## src/sv/mbtm_pkg.sv

```systemverilog
// Shared types and codes for the mixing buffer tolerance match block.
// Used by mbtm_cell and mixing_buffer_tolerance_match_top; no dependencies.
package mbtm_pkg;

	// Default number of stored events
	localparam int NUM_MIXED_DEF = 4;

	// Key widths
	localparam int MULT_W = 12;
	localparam int Z_W    = 16;
	localparam int RATE_W = 20;
	localparam int ZTOL_W = 15;

	// Operation codes carried in s_tuser
	localparam logic [1:0] FUNC_ADD    = 2'd0;
	localparam logic [1:0] FUNC_FIND   = 2'd1;
	localparam logic [1:0] FUNC_REWIND = 2'd2;

	// Configuration register indexes
	localparam logic [1:0] CFG_MULT_TOL = 2'd0;
	localparam logic [1:0] CFG_Z_TOL    = 2'd1;
	localparam logic [1:0] CFG_RATE_TOL = 2'd2;

	// Event keys of one stored entry or of a reference event
	typedef struct packed {
		logic [MULT_W-1:0] mult;
		logic signed [Z_W-1:0] vertex_z;
		logic [RATE_W-1:0] rate;
	} keys_t;

	// Tolerance registers broadcast to every cell
	typedef struct packed {
		logic [MULT_W-1:0] mult;
		logic [ZTOL_W-1:0] z;
		logic [RATE_W-1:0] rate;
	} tol_t;

	// Status a cell reports to the search sequencer
	typedef struct packed {
		logic valid;
		logic hit;
	} cell_stat_t;

endpackage

```

## src/sv/mbtm_cell.sv

```systemverilog
// One slot of the event shift chain: holds an entry and checks it against
// the reference keys within the tolerances. Depends on mbtm_pkg.
module mbtm_cell import mbtm_pkg::*; (
	input  logic       clk,
	input  logic       arst_n,
	input  logic       shift_en,
	input  logic       prev_valid,
	input  keys_t      prev_keys,
	input  keys_t      ref_keys,
	input  tol_t       tol,
	output logic       valid,
	output keys_t      keys,
	output cell_stat_t stat
);

	logic              valid_q;
	keys_t             keys_q;
	logic [MULT_W-1:0] mult_diff;
	logic signed [Z_W:0] z_diff;
	logic [Z_W:0]      z_abs;
	logic [RATE_W-1:0] rate_diff;

	// Take the neighbor's valid bit on an add
	always_ff @(posedge clk or negedge arst_n) begin
		if (!arst_n) begin
			valid_q <= 1'b0;
		end else if (shift_en) begin
			valid_q <= prev_valid;
		end
	end

	// Take the neighbor's keys on an add
	always_ff @(posedge clk) begin
		if (shift_en) begin
			keys_q <= prev_keys;
		end
	end

	// Absolute key differences
	always_comb begin
		mult_diff = (ref_keys.mult >= keys_q.mult) ? ref_keys.mult - keys_q.mult
		                                           : keys_q.mult - ref_keys.mult;
		z_diff    = {ref_keys.vertex_z[Z_W-1], ref_keys.vertex_z}
		          - {keys_q.vertex_z[Z_W-1], keys_q.vertex_z};
		z_abs     = z_diff[Z_W] ? (Z_W+1)'(-z_diff) : z_diff;
		rate_diff = (ref_keys.rate >= keys_q.rate) ? ref_keys.rate - keys_q.rate
		                                           : keys_q.rate - ref_keys.rate;
	end

	assign stat.valid = valid_q;
	assign stat.hit   = (mult_diff <= tol.mult) && (z_abs <= (Z_W+1)'(tol.z))
	                 && (rate_diff <= tol.rate);
	assign valid      = valid_q;
	assign keys       = keys_q;

endmodule

```

## src/sv/mixing_buffer_tolerance_match_top.sv

```systemverilog
// Top level of the mixing buffer tolerance match block: cell chain, search
// sequencer, tolerance registers and output register. Depends on mbtm_pkg, mbtm_cell.
//
// The block keeps the keys of the NUM_MIXED most recent events in a chain of
// cells, slot 0 the newest. An add or a rewind gives no result. During a
// query the block is not ready: the sequencer inspects one slot per cycle,
// starting at the search cursor, every cell comparing its entry against the
// reference keys in parallel, and stops at the first match, the first empty
// slot or the end of the buffer. One result per query leaves through an
// output register, so a new item is taken while the result still waits; a
// search that has finished holds until that register is free.
module mixing_buffer_tolerance_match_top import mbtm_pkg::*; #(
	parameter int NUM_MIXED = NUM_MIXED_DEF
) (
	input  logic        clk,
	input  logic        arst_n,
	// s_tdata from bit 0: mult[11:0], vertex_z[15:0], coinc_rate[19:0]
	input  logic        s_tvalid,
	output logic        s_tready,
	input  logic [47:0] s_tdata,
	// s_tuser: func[1:0]
	input  logic [1:0]  s_tuser,
	// m_tdata from bit 0: slot[3:0], match_mult[11:0], match_vertex_z[15:0],
	// match_rate[19:0], zero padding[3:0]
	output logic        m_tvalid,
	input  logic        m_tready,
	output logic [55:0] m_tdata,
	// m_tuser: found
	output logic [0:0]  m_tuser,
	input  logic        cfg_we,
	input  logic [1:0]  cfg_index,
	input  logic [19:0] cfg_data
);

	localparam int CW = $clog2(NUM_MIXED + 1);
	localparam int IW = (NUM_MIXED > 1) ? $clog2(NUM_MIXED) : 1;

	typedef enum logic {ST_IDLE, ST_SEARCH} state_t;

	state_t           state_q;
	logic [CW-1:0]    cursor_q;
	tol_t             tol_q;
	keys_t            ref_q;
	keys_t            in_keys;
	logic             m_tvalid_q;
	logic [55:0]      m_tdata_q;
	logic             found_q;

	logic             valid_w [NUM_MIXED];
	keys_t            keys_w  [NUM_MIXED];
	cell_stat_t       stat_w  [NUM_MIXED];

	logic             in_xfer;
	logic             add_en;
	logic             at_end;
	logic [IW-1:0]    cur_idx;
	cell_stat_t       cur_stat;
	keys_t            cur_keys;
	logic             done;
	logic             out_free;
	logic             finish;

	assign in_keys.mult     = s_tdata[11:0];
	assign in_keys.vertex_z = s_tdata[27:12];
	assign in_keys.rate     = s_tdata[47:28];

	assign s_tready = (state_q == ST_IDLE);
	assign in_xfer  = s_tvalid && s_tready;
	assign add_en   = in_xfer && (s_tuser == FUNC_ADD);

	// Chain of cells, each taking its neighbor's entry on an add
	for (genvar i = 0; i < NUM_MIXED; i++) begin : g_cell
		if (i == 0) begin : g_head
			mbtm_cell u_cell (
				.clk        (clk),
				.arst_n     (arst_n),
				.shift_en   (add_en),
				.prev_valid (1'b1),
				.prev_keys  (in_keys),
				.ref_keys   (ref_q),
				.tol        (tol_q),
				.valid      (valid_w[i]),
				.keys       (keys_w[i]),
				.stat       (stat_w[i])
			);
		end else begin : g_body
			mbtm_cell u_cell (
				.clk        (clk),
				.arst_n     (arst_n),
				.shift_en   (add_en),
				.prev_valid (valid_w[i-1]),
				.prev_keys  (keys_w[i-1]),
				.ref_keys   (ref_q),
				.tol        (tol_q),
				.valid      (valid_w[i]),
				.keys       (keys_w[i]),
				.stat       (stat_w[i])
			);
		end
	end

	// Select the slot under the cursor
	always_comb begin
		at_end   = (cursor_q == CW'(NUM_MIXED));
		cur_idx  = cursor_q[IW-1:0];
		cur_stat = stat_w[cur_idx];
		cur_keys = keys_w[cur_idx];
		done     = at_end || !cur_stat.valid || cur_stat.hit;
		out_free = !m_tvalid_q || m_tready;
		finish   = (state_q == ST_SEARCH) && done && out_free;
	end

	// Latch the reference keys of a query
	always_ff @(posedge clk) begin
		if (in_xfer && (s_tuser == FUNC_FIND)) begin
			ref_q <= in_keys;
		end
	end

	// Sequencer state, cursor, tolerances and output register
	always_ff @(posedge clk or negedge arst_n) begin
		if (!arst_n) begin
			state_q    <= ST_IDLE;
			cursor_q   <= '0;
			tol_q.mult <= MULT_W'(100);
			tol_q.z    <= '0;
			tol_q.rate <= '0;
			m_tvalid_q <= 1'b0;
			m_tdata_q  <= '0;
			found_q    <= 1'b0;
		end else begin
			if (cfg_we) begin
				unique case (cfg_index)
					CFG_MULT_TOL: tol_q.mult <= cfg_data[MULT_W-1:0];
					CFG_Z_TOL:    tol_q.z    <= cfg_data[ZTOL_W-1:0];
					CFG_RATE_TOL: tol_q.rate <= cfg_data[RATE_W-1:0];
					default:      ;
				endcase
			end
			// Load the result when a search finishes, drop it after its transfer
			if (finish) begin
				m_tvalid_q <= 1'b1;
				found_q    <= !at_end && cur_stat.valid && cur_stat.hit;
				if (!at_end && cur_stat.valid && cur_stat.hit) begin
					m_tdata_q <= {4'd0, cur_keys.rate, cur_keys.vertex_z, cur_keys.mult,
					              4'(cursor_q)};
				end else begin
					m_tdata_q <= '0;
				end
			end else if (m_tready) begin
				m_tvalid_q <= 1'b0;
			end
			unique case (state_q)
				ST_IDLE: begin
					if (in_xfer && s_tuser == FUNC_FIND) begin
						state_q <= ST_SEARCH;
					end else if (in_xfer && s_tuser == FUNC_REWIND) begin
						cursor_q <= '0;
					end
				end
				ST_SEARCH: begin
					if (done) begin
						if (out_free) begin
							state_q <= ST_IDLE;
							if (!at_end) begin
								cursor_q <= cursor_q + 1'b1;
							end
						end
					end else begin
						cursor_q <= cursor_q + 1'b1;
					end
				end
				default: state_q <= ST_IDLE;
			endcase
		end
	end

	assign m_tvalid   = m_tvalid_q;
	assign m_tdata    = m_tdata_q;
	assign m_tuser[0] = found_q;

`ifndef SYNTHESIS
	// Cursor saturates at the end marker
	a_cursor_range: assert property (@(posedge clk) disable iff (!arst_n)
		cursor_q <= CW'(NUM_MIXED))
		else $error("search cursor past end of buffer");

	// A match always names a real slot
	a_found_slot: assert property (@(posedge clk) disable iff (!arst_n)
		m_tvalid_q && found_q |-> m_tdata_q[3:0] < 4'(NUM_MIXED))
		else $error("match reported outside the buffer");

	// Not-found results carry zero fields
	a_miss_zero: assert property (@(posedge clk) disable iff (!arst_n)
		m_tvalid_q && !found_q |-> m_tdata_q == '0)
		else $error("not-found result with nonzero fields");

	// An add leaves a valid entry in slot 0
	a_add_head: assert property (@(posedge clk) disable iff (!arst_n)
		add_en |=> valid_w[0])
		else $error("slot 0 invalid after add");

	// A query transfer starts a search
	a_query_search: assert property (@(posedge clk) disable iff (!arst_n)
		in_xfer && s_tuser == FUNC_FIND |=> state_q == ST_SEARCH)
		else $error("query did not start a search");
`endif

endmodule

```

## config.mk

```make
export PLATFORM = sky130hd
export DESIGN_NAME = mixing_buffer_tolerance_match_top
export DESIGN_NICKNAME = d
export VERILOG_FILES = /design/src/sv/mbtm_pkg.sv /design/src/sv/mbtm_cell.sv /design/src/sv/mixing_buffer_tolerance_match_top.sv
export SDC_FILE = /design/constraint.sdc
export NUM_CORES = 1
export LEC_CHECK = 0
export BUFFER_PORTS_ARGS = -buffer_cell sky130_fd_sc_hd__buf_2
export CORE_AREA = 2 2 266 268
export DETAILED_ROUTE_END_ITERATION = 12
export DIE_AREA = 0 0 268 270
export GPL_ROUTABILITY_DRIVEN = 1
export PLACE_DENSITY = 0.69
export SLEW_MARGIN = 5
export SYNTH_ARGS = -nofsm -noshare
export SYNTH_HDL_FRONTEND = slang
export SYNTH_HIERARCHICAL = 1
export SYNTH_SLANG_ARGS = --single-unit
```

## constraint.sdc

```tcl
create_clock -name clk -period 22.5 [get_ports clk]
set_input_delay 0 -clock clk [delete_from_list [all_inputs] [get_ports clk]]
set_output_delay 0 -clock clk [all_outputs]
set_load 0.005 [all_outputs]
```

==> impl_metrics.py <==
metrics = {
    "die": {
        "core_area_um2": 69500,
        "die_w_um": 268,
        "row_count": 97,
        "pin_count": 136,
        "dieArea_um2": 72400,
        "start_util": 0.496,
        "die_h_um": 270,
    },
    "logic_synthesis": {
        "synth_top_family_by_area": "compound AO/OA/AOI/OAI gates",
        "yosysTopAreaCell": "edfxtp_1",
        "synth.top_cells.by_count": "628 x inv_1, 506 x ha_1, 289 x a21oi_1",
        "synth_flop_cell": "edfxtp_1",
        "yosysSeqAreaShare": 0.288,
        "yosysMostFrequentCell": "inv_1",
        "synth_xor_area_frac": 0.0497,
        "yosys.area_share.simple": 0.107,
        "synth_top_area_share": 0.209,
        "yosys_warnings": 6,
        "synth_compound_area_frac": 0.204,
        "synth_area_um2": 34500,
        "synth_area_leaders": "edfxtp_1 21%, ha_1 18%, dfrtp_1 7.6%",
        "synth.avg_cell_area_um2": 9.34,
        "synthMuxAreaShare": 0.0706,
        "ys_types": 121,
        "async_reset_ff_frac": 0.310,
        "synthAdderAreaFrac": 0.195,
        "synth_edf_count": 240,
        "ys_ff_latch": 348,
        "synth_cells": 3692,
    },
    "timing": {
        "worst_slew_pin_slew_ps": 1320,
        "finalWorstSetupSlack_ps": 14830,
        "setup_viol": 0,
        "finalHoldViolations": 0,
        "fmax_mhz": 130,
        "final_max_slew_viol_count": 0,
        "slew_headroom": 0.117,
        "rsz0062_at_grt": "no",
        "skew_ps": 45.6,
        "fin_crit_ps": 7670,
        "fin_setup_tns_ps": 0,
        "finalCritPeriodShare": 0.341,
    },
    "clocking": {
        "cts_made_buffers": 43,
        "tritoncts": "done",
        "cts_num_sinks": 348,
        "clock_latency_ps": 620,
        "post_cts_buffers": 0,
        "h-tree-depth": 2,
        "clock_path_buffers": 3,
        "clk_pin_slew_ps": 60,
        "clockRootBuffer": "clkbuf_16",
    },
    "global_route": {
        "grt_pass1_wl_um": 152000,
        "antenna_found_initial": 3,
        "overflow": 0,
        "grt_max_degree": 136,
        "groute.usage.overall": 0.267,
        "grt_pass1_vias": 27100,
    },
    "detailed_routing": {
        "drtIter0Drc": 2532,
        "wl_um": 97100,
        "num_vias": 28000,
        "routed_via_density": 5.80,
        "ant_nets": 0,
        "dr.pass1.iters": 6,
        "drc": 0,
        "drt-wirelength-per-cell_um": 20.1,
    },
    "placed_design": {
        "pre_cts_ws_ps": 14960,
        "hpwlAfterDp_um": 75900,
        "io_buffers": 130,
        "place_congestion": 0.973,
    },
    "setup_path": {
        "setup.worst_path.class": "reg2reg",
        "cp-start-kind": "flop",
        "crit_fanout": 28,
        "critPathArrivalTime_ps": 8170,
        "critical_path_required_ps": 23000,
        "worstSetupEndpointType": "flop",
        "r2r_slack_ps": 14830,
    },
    "hold_path": {
        "hold_path_class": "in2reg",
    },
    "status": {
        "status": "finished, final reports clean",
    },
    "final_layout": {
        "area_growth_pct": 11.1,
        "final_layout_size_suffix_gt1_frac": 0.110,
        "n_antenna_cell": 0,
        "nets": 4454,
    },
    "job": {
        "maxCapViolations": 0,
    },
    "pwr": {
        "power_density_nw_per_um2": 71.2,
        "ir_drop_v": 0.0000644,
        "leakagePower_nw": 18.3,
    },
}
[cell type report]
type                       count  area (um^2)
inverter                     628         2360
clock buffer                  50         1140
sequential                   348         9920
tap                          940         1180
timing repair buffer         223         1560
fill                        6262        31300
multi-input combinational   2607        21700
clock inverter                30          453
[layout by cell type, fill, tap and decap left out, drive strengths merged, types with 51 or more instances in the layout]
cell type and instances:
nor3 52, nor2 190, nand4 60, xor2 75, ha 506, o21ai 146, nand2 143, mux2i 62
inv 632, mux2 65, dfrtp 105, edfxtp 240, buf 147, dlygate4sd3 76, a21oi 294, a21o 168
xnor2 119, o2bb2ai 51
[power breakdown]
| part | internal [mW] | switching, mW | leakage [nW] |
|---|---|---|---|
| Clock | 0.483 | 0.307 | 0.761 |
| Combinational | 0.481 | 0.589 | 13.9 |
| Sequential | 0.765 | 0.101 | 3.58 |
| Total | 1.73 | 0.997 | 18.3 |
[final timing paths]
check	depth (start not counted)	end	start
max	25	m_tdata[39]$_DFFE_PN0P_	ref_q[0]$_DFFE_PP_
min	5	cursor_q[0]$_DFFE_PN0P_	s_tvalid
max reg2reg	25	m_tdata[39]$_DFFE_PN0P_	ref_q[0]$_DFFE_PP_
min reg2reg	0	g_cell[2].g_body.u_cell/keys[34]$_DFFE_PP_	g_cell[1].g_body.u_cell/keys[34]$_DFFE_PP_
max in group asynchronous	4	m_tdata[21]$_DFFE_PN0P_	arst_n
min in group asynchronous	3	tol_q[26]$_DFFE_PN0P_	arst_n
[metal layers]
metal  part of all wire  global-route usage  vias up
met4              0.035              0.0894        0
met2               0.45               0.431      907
li1                   -                   -    13500
met5                  0                   0        -
met1               0.45               0.372    13400
met3              0.058              0.0298      174
[kinds of logic (layout without fill, tap and decap cells)]
kind of cell,after synthesis,count (layout)
XOR/XNOR,194,194
other,2,6
buffers and inverters,741,931
AO/OA/AOI/OAI,1000,1000
adder cells (fa/ha/maj),526,526
multiplexers,175,175
flip-flops,348,348
AND/OR/NAND/NOR,706,706
[metrics by stage]
step / total power [mW] / hold WS (ps) / std cells / instance area, um^2 / utilization
floorplan: 1.63 / -296 / 3696 / 34500 / -
global placement: 1.91 / 41.2 / 4670 / 35900 / 0.517
detailed placement: 1.93 / 42.9 / 4670 / 35900 / 0.517
CTS: 2.74 / 36.8 / 4826 / 38300 / 0.551
global route: 2.90 / 94.7 / 4826 / 38300 / 0.551
finish: 2.73 / 65.9 / 4826 / 38300 / 0.551
[worst max-delay path, cell delays in order (launching register included)]
cell	delay (ps)
edfxtp_1	550
inv_1	110
ha_1	190
inv_1	60
fa_1	380
a21o_1	190
nand2b_1	110
a31oi_1	150
a31oi_1	430
o21ai_0	250
o221ai_2	400
buf_4	390
nor2_1	90
o32ai_1	360
xor2_1	170
ha_1	330
nand4_1	180
or2_2	360
o221a_2	250
o21ai_0	380
a211oi_1	130
nor4b_2	390
nor4_4	110
o211ai_4	850
buf_4	520
o2bb2ai_1	170
[sequential cells by signal, summed over array words and instances (netlist names), 3 cells and up]
signal / count
ref_q: 48
g_cell.g_head.u_cell/keys: 48
tol_q: 47
g_cell.g_body.u_cell/keys: 144
g_cell.g_body.u_cell/valid: 3
m_tdata: 51
cursor_q: 3
[timing repair]
| action | CTS | global route |
|---|---|---|
| hold endpoints to repair | 203 | 0 |
| endpoints found under the setup margin | 0 | 0 |
| hold buffers | 76 | 0 |
| resized for setup | 0 | 0 |
(Power assumes the default switching activity.)
